===== config.mk =====
export PLATFORM = sky130hd
export DESIGN_NAME = dwm_gain
export DESIGN_NICKNAME = d
export VERILOG_FILES = /design/src/hw/rtl/dwm_pkg.sv /design/src/hw/rtl/dwm_gain.sv
export SDC_FILE = /design/constraint.sdc
export NUM_CORES = 1
export LEC_CHECK = 0
export CAP_MARGIN = 5
export CELL_PAD_IN_SITES_DETAIL_PLACEMENT = 1
export CELL_PAD_IN_SITES_GLOBAL_PLACEMENT = 1
export CORE_UTILIZATION = 30
export CTS_CLUSTER_SIZE = 12
export DETAILED_ROUTE_END_ITERATION = 6
export DONT_BUFFER_PORTS = 1
export PLACE_DENSITY = 0.61
export SYNTH_ARGS = -nofsm -noshare
export SYNTH_HDL_FRONTEND = slang
export SYNTH_SLANG_ARGS = --single-unit

===== constraint.sdc =====
create_clock -name clk -period 3.6 [get_ports clk]
set_input_delay 1.08 -clock clk [delete_from_list [all_inputs] [get_ports clk]]
set_output_delay 1.08 -clock clk [all_outputs]
set_load 0.03 [all_outputs]

===== src/hw/rtl/dwm_pkg.sv =====
// Shared types and constants of the dry/wet mixer.
package dwm_pkg;

    // Fixed field widths
    localparam int CH_W       = 3;
    localparam int GAIN_W     = 17;
    localparam int GAIN_Q24_W = 26;
    localparam int DELAY_W    = 10;
    localparam int RAMP_W     = 12;
    localparam int NCH_W      = 4;
    localparam int CFG_IDX_W  = 2;
    localparam int CFG_DATA_W = 12;

    // Gain constants
    localparam logic [GAIN_W-1:0]            GAIN_ONE_Q16 = 17'd65536;
    localparam logic signed [GAIN_Q24_W-1:0] GAIN_ONE_Q24 = 26'sd16777216;

    // Register indexes of the configuration port
    localparam logic [CFG_IDX_W-1:0] CFG_RESIDUAL_DELAY  = 2'd0;
    localparam logic [CFG_IDX_W-1:0] CFG_RAMP_FRAMES     = 2'd1;
    localparam logic [CFG_IDX_W-1:0] CFG_ACTIVE_CHANNELS = 2'd2;

    // Register reset values
    localparam logic [DELAY_W-1:0] RESIDUAL_DELAY_RST  = 10'd0;
    localparam logic [RAMP_W-1:0]  RAMP_FRAMES_RST     = 12'd441;
    localparam logic [NCH_W-1:0]   ACTIVE_CHANNELS_RST = 4'd2;

    // Request to the gain unit: advance one frame, sampling a new target
    typedef struct packed {
        logic              start;
        logic [GAIN_W-1:0] target;
    } gain_req_t;

    // Status of the gain unit
    typedef struct packed {
        logic              done;
        logic [GAIN_W-1:0] frame_gain;
    } gain_stat_t;

    // Access strobes to the delay ring
    typedef struct packed {
        logic rd_en;
        logic wr_en;
    } ring_ctl_t;

endpackage


===== src/hw/rtl/dwm_gain.sv =====
// Mix gain ramp: target tracking, bit-serial step division and frame advance.
module dwm_gain (
    input  logic                        clk,
    input  logic                        rst_n,
    input  logic [dwm_pkg::RAMP_W-1:0]  ramp_frames,
    input  dwm_pkg::gain_req_t          req,
    output dwm_pkg::gain_stat_t         stat
);
    import dwm_pkg::*;

    localparam int MAG_W = GAIN_Q24_W - 1;
    localparam int CNT_W = $clog2(MAG_W + 1);
    localparam logic [CNT_W-1:0] DIV_STEPS = CNT_W'(MAG_W);
    localparam logic signed [GAIN_Q24_W:0] ROUND_HALF = 27'sd128;
    localparam logic signed [GAIN_W+1:0]   GAIN_MAX_S = 19'sd65536;

    typedef enum logic [2:0] {G_IDLE, G_DIV, G_SIGN, G_ADV, G_FRAME} gstate_t;

    gstate_t                        state_reg;
    logic signed [GAIN_Q24_W-1:0]   current_reg;
    logic signed [GAIN_Q24_W-1:0]   step_reg;
    logic [GAIN_W-1:0]              target_reg;
    logic [RAMP_W-1:0]              countdown_reg;
    logic [GAIN_W-1:0]              frame_gain_reg;
    logic                           done_reg;
    logic [MAG_W-1:0]               quo_reg;
    logic [RAMP_W-1:0]              rem_reg;
    logic [CNT_W-1:0]               cnt_reg;
    logic                           neg_reg;

    logic [GAIN_W-1:0]              tgt_clamp;
    logic signed [GAIN_Q24_W-1:0]   tgt_q24;
    logic signed [GAIN_Q24_W-1:0]   target_q24;
    logic signed [GAIN_Q24_W-1:0]   num;
    logic signed [GAIN_Q24_W-1:0]   num_abs;
    logic [RAMP_W:0]                trial;
    logic [RAMP_W:0]                trial_sub;
    logic                           trial_ge;
    logic signed [GAIN_Q24_W-1:0]   quo_s;
    logic signed [GAIN_Q24_W:0]     rounded;
    logic signed [GAIN_W+1:0]       g_wide;
    logic [GAIN_W-1:0]              g_clamp;

    // Clamp the requested target and form the ramp numerator
    always_comb
    begin
        tgt_clamp  = (req.target > GAIN_ONE_Q16) ? GAIN_ONE_Q16 : req.target;
        tgt_q24    = $signed({1'b0, tgt_clamp, 8'd0});
        target_q24 = $signed({1'b0, target_reg, 8'd0});
        num        = tgt_q24 - current_reg;
        num_abs    = num[GAIN_Q24_W-1] ? -num : num;
    end

    // One restoring division step per cycle
    always_comb
    begin
        trial     = {rem_reg, quo_reg[MAG_W-1]};
        trial_ge  = (trial >= {1'b0, ramp_frames});
        trial_sub = trial - {1'b0, ramp_frames};
        quo_s     = $signed({1'b0, quo_reg});
    end

    // Round the Q1.24 gain to Q16 and clamp to the unit range
    always_comb
    begin
        rounded = {current_reg[GAIN_Q24_W-1], current_reg} + ROUND_HALF;
        g_wide  = rounded[GAIN_Q24_W:8];
        priority if (g_wide[GAIN_W+1])
        begin
            g_clamp = '0;
        end
        else if (g_wide > GAIN_MAX_S)
        begin
            g_clamp = GAIN_ONE_Q16;
        end
        else
        begin
            g_clamp = g_wide[GAIN_W-1:0];
        end
    end

    always_ff @(posedge clk or negedge rst_n)
    begin
        if (!rst_n)
        begin
            state_reg      <= G_IDLE;
            current_reg    <= GAIN_ONE_Q24;
            step_reg       <= '0;
            target_reg     <= GAIN_ONE_Q16;
            countdown_reg  <= '0;
            frame_gain_reg <= GAIN_ONE_Q16;
            done_reg       <= 1'b0;
            quo_reg        <= '0;
            rem_reg        <= '0;
            cnt_reg        <= '0;
            neg_reg        <= 1'b0;
        end
        else
        begin
            done_reg <= 1'b0;
            unique case (state_reg)
                G_IDLE:
                begin
                    if (req.start)
                    begin
                        if (tgt_clamp == target_reg)
                        begin
                            // Same target: keep the ramp running
                            state_reg <= G_ADV;
                        end
                        else if (ramp_frames == '0)
                        begin
                            // Jump straight to the new target
                            target_reg    <= tgt_clamp;
                            current_reg   <= tgt_q24;
                            step_reg      <= '0;
                            countdown_reg <= '0;
                            state_reg     <= G_ADV;
                        end
                        else
                        begin
                            // Start a new ramp: divide the distance by its length
                            target_reg    <= tgt_clamp;
                            countdown_reg <= ramp_frames;
                            neg_reg       <= num[GAIN_Q24_W-1];
                            quo_reg       <= num_abs[MAG_W-1:0];
                            rem_reg       <= '0;
                            cnt_reg       <= DIV_STEPS;
                            state_reg     <= G_DIV;
                        end
                    end
                end
                G_DIV:
                begin
                    rem_reg <= trial_ge ? trial_sub[RAMP_W-1:0] : trial[RAMP_W-1:0];
                    quo_reg <= {quo_reg[MAG_W-2:0], trial_ge};
                    cnt_reg <= cnt_reg - 1'b1;
                    if (cnt_reg == CNT_W'(1))
                    begin
                        state_reg <= G_SIGN;
                    end
                end
                G_SIGN:
                begin
                    // Truncate toward zero: apply the sign to the magnitude quotient
                    step_reg  <= neg_reg ? -quo_s : quo_s;
                    state_reg <= G_ADV;
                end
                G_ADV:
                begin
                    if (countdown_reg != '0)
                    begin
                        countdown_reg <= countdown_reg - 1'b1;
                        if (countdown_reg != RAMP_W'(1))
                        begin
                            current_reg <= current_reg + step_reg;
                        end
                        else
                        begin
                            current_reg <= target_q24;
                        end
                    end
                    state_reg <= G_FRAME;
                end
                G_FRAME:
                begin
                    frame_gain_reg <= g_clamp;
                    done_reg       <= 1'b1;
                    state_reg      <= G_IDLE;
                end
                default:
                begin
                    state_reg <= G_IDLE;
                end
            endcase
        end
    end

    assign stat.done       = done_reg;
    assign stat.frame_gain = frame_gain_reg;

endmodule


==> metrics.txt, run 1 <==
TritonCTS Buffers 17; worst min path class in2async; fin crit share 1.18; sequential-to-total area share from yosys stat 0.328; maximum VDD drop roughly 0.00047 V; clk_lat worst skew roughly 0.46 ns; Hold Vio Cnt, Final 0; Final setup viols 25; violated checks setup timing; routed vias 10700; clk buf depth 2; Crit path top cell by count xnor2_1; largest net degree at the start of global routing around 150; RSZ-0062 raised after global routing yes; ANT nets after route 0; vias in the first global route 11100; Rows 70; WP data arrival 4.58 ns; Crit. End Element flip-flop; Leak Pwr 6.21 nW; Final Slew Violations 0; number of synthesized flops with an enable pin 0; R2R Setup Slk about 0.070 ns; most frequent cells in the layout buf_4, nand2_1, dfrtp_1; Final min period ~4.2 ns; relative slew slack 0.361; Final Instance Count excl. Fillers about 2000; routed vias/inst between 5 and 6; Top FF cell, synth dfrtp_1; GP Congestion 0.878; FMAX 236 MHz; Setup Skew around 0.011 ns; core area 36500 um^2; starting density of the core 0.304; Yosys reg bits 145; CP startpoint kind input pin; Initial DRT Pass Iterations 5; pwr/cell area 1140 nW/um^2; CP max-delay cell or4_4; Critical path origin req[4]; Die Area 37700 um^2; CTS tree yes; root buffer cell clkbuf_16; hold_ws 0.316 ns; Fin Setup TNS -12.98 ns; Synth Net Count ~1400; drt wl/cell a little over 20 um; layout cell share with drive strength beyond 1 0.190; data required time at the worst endpoint 3.94 ns; Cells after DPL between 1500 and 2000; Clock Pin Slew Worst Setup and Hold Paths roughly 0.070 ns; reg-to-reg startpoint current_reg[1]$_DFFE_PN0P_; Max Cap Viol 0; Ys Warns 0; I/O Buffers 0; syn avg cell area a little over 8 um^2; WS Path Type in2reg; CTS sink count 145; grt ovf 0; final net count about 1600; fin util 0.376; final wirelength ~40 mm; synthesized area roughly 11000 um^2; Async S/R FF share, synth 1.00; Detail Placement HPWL about 30 mm; most common cell after layout, fill and taps aside buf_4; H-tree depth 4; total track usage 0.213; CP max FO 5; Netlist cell types 77; antenna violations before repair 0; cells after synthesis between 1000 and 1500; first-pass GRT wire length ~63 mm; Ant. Diodes 0; max incr delay on CP about 0.53 ns; outcome finished with violations; Setup WS post-layout -0.646 ns; filler instances 4334; die span in x about 190 um; Die Y approximately 200 um; CP Cell Sequence or4_4 -> nor3_4 -> a21o_1 -> and2_4 -> ha_4 -> nor2b_2 -> a311oi_1 -> o21bai_1 -> a21oi_2 -> xnor2_1 -> or3_4 -> nor4b_4 -> a41oi_2 -> xnor2_1 -> o21ai_1; CTS hold repair buffers 0; Synth-to-Final Area Change 24.0%; Worst Tran Pin Value around 0.96 ns; # IOs 50; DRT iter0 DRCs between 400 and 500; DRC 0
-- cell families (layout without fill, tap and decap cells) --
kind of cell | count (synthesis) | count (layout) | share of synthesized area
and+or+nand+nor | 439 | 439 | 0.191
adders and majority gates | 63 | 63 | 0.0724
muxes | 30 | 30 | 0.0285
buffers and inverters | 138 | 280 | 0.0483
xor gates and xnor gates | 123 | 123 | 0.0988
DFF | 145 | 145 | 0.328
AOI/OAI and AO/OA | 414 | 414 | 0.234
-- synth_stat cells (5+ instances only) --
master	instances	area, um^2
o31ai_1	21	158
a211oi_1	16	120
inv_1	78	293
o22ai_1	7	43.8
nor2b_1	22	138
nor3_1	42	210
a22oi_1	28	210
clkbuf_1	53	199
or3_1	17	106
nor2_1	78	293
nand4_1	15	93.8
xor2_1	49	429
nand2_1	161	604
a21o_1	21	158
ha_1	61	763
or4_1	5	37.5
mux2_2	13	146
a21oi_1	76	380
and2_1	9	56.3
o21ai_1	5	25.0
o211ai_1	9	67.6
nor4_1	19	119
and3_1	9	56.3
a21boi_0	5	37.5
xnor2_1	73	639
o21ai_0	151	756
a31oi_1	18	113
mux2i_1	17	170
o21bai_1	8	60.1
nand3_1	30	150
dfrtp_1	142	3550
nand2b_1	9	56.3
-- final timing paths --
path | endpoint | depth (start not counted)
max | quo_reg[24]$_DFFE_PN0P_ | 15
min | target_reg[2]$_DFFE_PN0P_ | 0
max reg2reg | quo_reg[23]$_DFFE_PN0P_ | 11
min reg2reg | step_reg[16]$_DFFE_PN0P_ | 2
max in group asynchronous | target_reg[16]$_DFFE_PN1P_ | 0
min in group clk | step_reg[16]$_DFFE_PN0P_ | 2
-- where the power goes --
group	total, W	internal [W]	switching (W)
Combinational	0.0105	0.00460	0.00587
Sequential	0.00335	0.00236	0.000989
Clock	0.00179	0.000916	0.000871
Total	0.0156	0.00787	0.00773
-- worst max-delay path: cells and delay by family --
family                   cells  cell delay, ns
AO/OA/AOI/OAI                6            1.00
XOR/XNOR                     2            0.33
adder cells (fa/ha/maj)      1            0.22
AND/OR/NAND/NOR              6            1.93
-- area by class of cell --
class,instances,area (um^2),share of cell area
Clock buffer,17,425,0.0309
Clock inverter,15,144,0.0105
Inverter,79,297,0.0216
Multi-Input combinational cell,1069,7310,0.531
Sequential cell,145,3630,0.264
Tap cell,468,586,0.0426
Timing Repair Buffer,169,1360,0.0988
-- metrics by stage --
stage | power (W) | cell area (um^2) | worst slack (ns)
2_1_floorplan | 0.00950 | 11200 | -0.950
3_3_place_gp | 0.0130 | 12900 | -1.07
3_5_place_dp | 0.0132 | 12900 | -1.11
4_1_cts | 0.0153 | 13600 | -0.524
5_1_grt | 0.0169 | 13700 | -0.758
6_report | 0.0156 | 13700 | -0.646
-- routing by layer --
metal  vias to the layer above  global-route usage  wire length [um]
li1                       5140                   -                 -
met5                         -                   0                 0
met3                        46              0.0226               748
met2                       125               0.353             18800
met1                      5345               0.286             18900
met4                         0              0.0744              1020
-- what timing repair did --
item,4_1_cts,5_1_grt
pin swaps,22,11
setup buffers,5,5
gates resized for setup,31,26
endpoints found under the setup margin,27,56
cloned,1,0
No activity file was read; power rests on OpenSTA's default activity.
==> run 2, diff against run 1 <==
--- a/config.mk
+++ b/config.mk
@@ -8,6 +8,7 @@
 export CAP_MARGIN = 5
 export CELL_PAD_IN_SITES_DETAIL_PLACEMENT = 1
 export CELL_PAD_IN_SITES_GLOBAL_PLACEMENT = 1
+export CORE_ASPECT_RATIO = 1.4
 export CORE_UTILIZATION = 30
 export CTS_CLUSTER_SIZE = 12
 export DETAILED_ROUTE_END_ITERATION = 6
==> run 2 against run 1 <==
The flow still finishes with violations (setup timing); non-clock buffer count is 17 higher; sequential power hardly changed; utilization hardly changed; clock power hardly changed; clock-buffer cell count is 10 higher; routed wire length is 1.3% higher; sequential share of layout area hardly changed; flip-flop and latch count stayed put; via count is 0.42% higher; design area hardly changed; critical path depth is 1 higher; critical path type unchanged; highest routed layer unchanged.
==> metrics.txt, run 2 (synthesized netlist as in run 1, its figures left out) <==
Comb pwr share 0.671 (about the same); most common cell after layout, fill and taps aside buf_4; GR Layer Usage met3 0.0217 (-0.000881); TritonCTS Buffers 17 (unchanged); most frequent cells in the layout buf_4, nand2_1, dfrtp_1; Final setup viols 25 (unchanged); routed vias/inst 5.41 (-0.39%); Clock Pin Slew Worst Setup and Hold Paths 0.06 ns (about the same); Most Crowded Layer GR met2; Max Cap Viol 0 (unchanged); clk buf depth 2 (unchanged); layout cell share with drive strength beyond 1 0.185 (-0.00479); part of the power in registers 0.214 (about the same); final net count 1593 (+1.1%); GRT met2 Usage 0.404 (+0.0503); H-tree depth 4 (unchanged); Crit. End Element flip-flop; Final min period 4.16 ns (-0.0909 ns); die span in x 165 um (-15%); Die Y 230 um (+18%); grt ovf 0 (unchanged); Switching Fraction 0.482 (-0.0133); violated checks setup timing; DRC 0 (unchanged); final wirelength 40.0 mm (+1.3%); RSZ-0062 raised after global routing yes; root buffer cell clkbuf_16; antenna violations before repair 0 (unchanged); Hold Vio Cnt, Final 0 (unchanged); Leak Pwr 6.24 nW (+0.45%); reg-to-reg startpoint current_reg[3]$_DFFE_PN0P_; ANT nets after route 0 (unchanged); CTS tree yes; Placed Area 13000 um^2 (+0.98%); routed vias 10700 (+0.42%); fin area 13700 um^2 (about the same); Pwr Total 0.0155 W (-0.57%); Final Slew Violations 0 (unchanged); R2R Setup Slk 0.09 ns (+0.02 ns); Detail Placement HPWL 31.1 mm (+2.6%); Setup WS post-layout -0.555 ns (+0.0909 ns); CTS sink count 145 (unchanged); vias in the first global route 11600 (+4.5%); CP max FO 9 (+4); Synth-to-Final Area Change 24.0% (about the same); Cells after DPL 1935 (+0.83%); starting density of the core 0.303 (about the same); met1 Usage GRT 0.251 (-0.0356); outcome finished with violations; Die Area 37800 um^2 (about the same); GP Congestion 0.908 (+3.4%); FMAX 241 MHz (+2.2%); first-pass GRT wire length 63.8 mm (+1.2%); WS Path Type in2reg; drt wl/cell 20.2 um (+0.45%); fin crit share 1.15 (-0.0253); clk_lat worst skew 0.46 ns (about the same); Setup Skew 0.0132 ns (+0.00265 ns); Ant. Diodes 0 (unchanged); clock power share 0.115 (about the same); # IOs 50 (unchanged); worst min path class in2async; core area 36600 um^2 (about the same); Internal 0.00804 W (+2.1%); Initial DRT Pass Iterations 4 (-1); Final Instance Count excl. Fillers 1978 (+0.82%); Rows 83 (+19%); total track usage 0.220 (+0.00737); maximum VDD drop 0.000425 V (-9.3%); data required time at the worst endpoint 3.99 ns (+0.05 ns); largest net degree at the start of global routing 146 (unchanged); DRT iter0 DRCs 456 (-4.2%); WP data arrival 4.54 ns (-0.04 ns); Psw 0.00748 W (-3.2%); I/O Buffers 0 (unchanged); CP startpoint kind input pin; relative slew slack 0.318 (-0.0430); Reg2Reg Depth 12 (+1); pwr/cell area 1130 nW/um^2 (-0.55%); RR Endpoint quo_reg[23]$_DFFE_PN0P_; Worst Tran Pin Value 1.02 ns (+0.0645 ns)
-- run 2: cell types whose count changed in the layout (fill, tap and decap cells not counted), moves of 5 or more --
cell / delta
buf_4: +19
clkbuf_1: +8
inv_6: -5
o21ai_0: +8
o21ai_1: -7
xnor2_1: +5
xnor2_2: -5
-- run 2: routing by layer --
metal	wire length [um]	vias up
met1	16500	5337
li1	-	5162
met2	21200	142
met4	1650	0
met3	606	60
met5	0	-
-- run 2: timing repair --
action                                  in CTS  in global routing
endpoints found under the setup margin      27                 88
resized for setup                           14                 17
hold buffers                                 0                  0
setup buffers                                7                  4
pin swaps                                   12                 17
-- run 2: worst max-delay path by stage --
stage	start	end	slack [ns]	cells past startpoint
floorplan	req[4]	quo_reg[8]$_DFFE_PN0P_	-0.95	16
global placement	req[4]	quo_reg[8]$_DFFE_PN0P_	-1.06	16
detailed placement	req[4]	quo_reg[4]$_DFFE_PN0P_	-1.09	16
CTS	req[4]	quo_reg[8]$_DFFE_PN0P_	-0.58	16
global route	req[4]	quo_reg[24]$_DFFE_PN0P_	-0.67	17
finish	req[4]	quo_reg[23]$_DFFE_PN0P_	-0.56	16
-- run 2: power by group through the flow --
stage               combinational [W]  clock [W]  sequential (W)
global route                   0.0114    0.00188         0.00345
detailed placement             0.0101          0         0.00335
CTS                            0.0103    0.00184         0.00333
global placement              0.00986          0         0.00334
floorplan                     0.00645          0         0.00305
finish                         0.0104    0.00179         0.00332
-- run 2: cell type report --
cell class              count  area (um^2)
repair buffers            186         1480
flip-flops and latches    145         3630
clock inverters             5         81.3
inverters                  79          297
multi-input cells        1069         7190
clock buffers              27          483
well taps                 467          584
fillers                  4333        22800
-- run 2: critical path, stage by stage --
cell and delay (ns):
or4_4 0.53, nor3_4 0.14, a21o_1 0.16, and2_4 0.20, ha_4 0.16, nand2b_4 0.06
or4_4 0.44, a211oi_4 0.32, nor4_4 0.08, o311ai_4 0.33, buf_12 0.17, xor2_4 0.18
buf_4 0.20, a31oi_1 0.08, or3_1 0.34, nand3_1 0.07
-- run 2: stage by stage --
stage	util	worst slack (ns)	hold WS [ns]	setup TNS (ns)
detailed placement	0.356	-1.09	0.480	-42.17
floorplan	-	-0.950	0.454	-20.07
CTS	0.373	-0.584	0.300	-11.46
finish	0.376	-0.555	0.341	-10.60
global placement	0.356	-1.06	0.469	-38.71
global route	0.376	-0.672	0.324	-13.87
==> run 3, diff against run 2 <==
--- a/config.mk
+++ b/config.mk
@@ -13,7 +13,7 @@
 export CTS_CLUSTER_SIZE = 12
 export DETAILED_ROUTE_END_ITERATION = 6
 export DONT_BUFFER_PORTS = 1
-export PLACE_DENSITY = 0.61
+export PLACE_DENSITY = 0.59
 export SYNTH_ARGS = -nofsm -noshare
 export SYNTH_HDL_FRONTEND = slang
 export SYNTH_SLANG_ARGS = --single-unit
==> constraint.sdc (replaced) <==
create_clock -name clk -period 4.35 [get_ports clk]
set_input_delay 1.305 -clock clk [delete_from_list [all_inputs] [get_ports clk]]
set_output_delay 1.305 -clock clk [all_outputs]
set_load 0.03 [all_outputs]
==> run 3 against run 2 <==
The run still ends with setup timing left; worst hold slack improved by 0.15 ns; critical path depth increased by 1; register-to-register slack improved by 0.42 ns; clock-buffer cell count decreased by 5; utilization decreased by 1.5 points; flip-flop and latch count unchanged; sequential power decreased by 14%; highest routed layer unchanged.
==> metrics.txt, run 3 (synthesized netlist as in run 1, its figures left out) <==
outcome finished with violations; violated checks setup timing; core area 36600 um^2 (unchanged); final wirelength 39.0 mm (-2.6%); starting density of the core 0.303 (unchanged); Final min period 4.36 ns; Final setup viols 1 (-96%); Setup Skew 0.0137 ns (+0.000518 ns); Detail Placement HPWL 30.1 mm (-3.2%); Crit. End Element flip-flop; DRT iter0 DRCs 496 (+8.8%); WP data arrival 4.69 ns (+0.15 ns); CTS tree yes; Synth-to-Final Area Change 19.1%; total track usage 0.217 (-0.00346); CTS sink count 145 (unchanged); Pwr Total 0.0125 W (-20%); RSZ-0062 raised after global routing yes; Die Y 230 um (unchanged); Reg2Reg Depth 12 (unchanged); clk_lat worst skew 0.46 ns (about the same); hold_ws 0.488 ns (+0.147 ns); routed vias/inst 5.47 (+1.2%); WS Path Type in2reg; Placed Area 12400 um^2 (-4.6%); Max Cap Viol 0 (unchanged); relative slew slack 0.154 (-0.164); die span in x 165 um (unchanged); Leak Pwr 5.89 nW (-5.6%); drt wl/cell 20.5 um (+1.4%); Clock Pin Slew Worst Setup and Hold Paths 0.06 ns (about the same); layout cell share with drive strength beyond 1 0.146 (-0.0396); clk buf depth 2 (unchanged); fin area 13200 um^2 (-3.9%); Rows 83 (unchanged); pre-CTS WS -0.548 ns (+0.544 ns); hold path cells 2; worst min path class reg2reg; # IOs 50 (unchanged); first-pass GRT wire length 62.8 mm (-1.6%); Worst Tran Pin Value 1.26 ns (+0.242 ns); CP startpoint kind input pin; vias in the first global route 11000 (-4.6%); ANT nets after route 0 (unchanged); routed vias 10400 (-2.8%); root buffer cell clkbuf_16; Setup WS post-layout -0.00564 ns (+0.549 ns); DRC 0 (unchanged); Ant. Diodes 0 (unchanged); final net count 1516 (-4.8%); Hold Vio Cnt, Final 0 (unchanged); TritonCTS Buffers 17 (unchanged); Initial DRT Pass Iterations 5 (+1); fin crit share 1.00; Die Area 37800 um^2 (unchanged); GP Congestion 0.858 (-5.5%); FMAX approximately 230 MHz; I/O Buffers 0 (unchanged); most frequent cells in the layout nand2_1, dfrtp_1, o21ai_0; Final Slew Violations 0 (unchanged); data required time at the worst endpoint 4.68 ns (+0.69 ns); antenna violations before repair 0 (unchanged); grt ovf 0 (unchanged); maximum VDD drop 0.000272 V (-36%); most common cell after layout, fill and taps aside nand2_1; H-tree depth 4 (unchanged); pwr/cell area 944 nW/um^2 (-16%); CP max FO 5 (-4); filler instances 4352 (+0.44%); CTS hold repair buffers 0 (unchanged); largest net degree at the start of global routing 146 (unchanged)
==> run 3: repair_timing <==
action                     CTS  global route
setup buffers                5             6
gates resized for setup      6            30
setup endpoints to repair   10            21
pin swaps                   11            20
==> run 3: metal layers <==
metal,vias up,global-route usage,part of all wire
met5,-,0,0
met4,0,0.0877,0.033
met3,54,0.0264,0.016
met2,111,0.393,0.53
met1,5240,0.253,0.42
li1,4999,-,-
==> run 3: final cells by class <==
type	instances	area, um^2	area share
clock buffers	22	464	0.0351
inverters	79	297	0.0224
flip-flops and latches	145	3630	0.275
multi-input cells	1069	7230	0.547
well taps	467	584	0.0442
repair buffers	109	880	0.0666
clock inverters	10	124	0.00938
==> run 3: worst max-delay path, stage by stage <==
cell	delay, ns
or4_4	0.53
nor3_4	0.14
a21o_1	0.16
and2_4	0.20
ha_4	0.17
nand2b_4	0.05
or4_4	0.43
a211oi_4	0.29
buf_6	0.16
nor4_4	0.04
o311ai_4	0.27
buf_12	0.17
xor2_4	0.19
nor3_1	0.09
nor4_2	0.13
a21oi_1	0.10
a221o_1	0.26
==> run 3: worst paths after layout <==
path / from / to / slack (ns)
worst max-delay path: req[4] / quo_reg[8]$_DFFE_PN0P_ / -0.006
worst min-delay path: step_reg[14]$_DFFE_PN0P_ / step_reg[14]$_DFFE_PN0P_ / 0.49
worst max register to register: current_reg[0]$_DFFE_PN0P_ / current_reg[20]$_DFFE_PN0P_ / 0.51
worst min register to register: step_reg[14]$_DFFE_PN0P_ / step_reg[14]$_DFFE_PN0P_ / 0.49
max in group asynchronous: rst_n / current_reg[24]$_DFFE_PN1P_ / 3.44
min in group asynchronous: rst_n / step_reg[4]$_DFFE_PN0P_ / 0.56
==> run 3: report_power, final <==
part           switching, W  internal (W)
Combinational       0.00456       0.00350
Sequential         0.000902       0.00195
Clock              0.000661      0.000884
==> run 3: through the flow <==
stage	setup TNS, ns	cells	utilization
6_report	-0.00564	1901	0.361
5_1_grt	-0.751	1901	0.361
4_1_cts	-0.00140	1895	0.357
3_5_place_dp	-10.62	1858	0.339
3_3_place_gp	-9.66	1858	0.339
2_1_floorplan	-6.95	1352	-
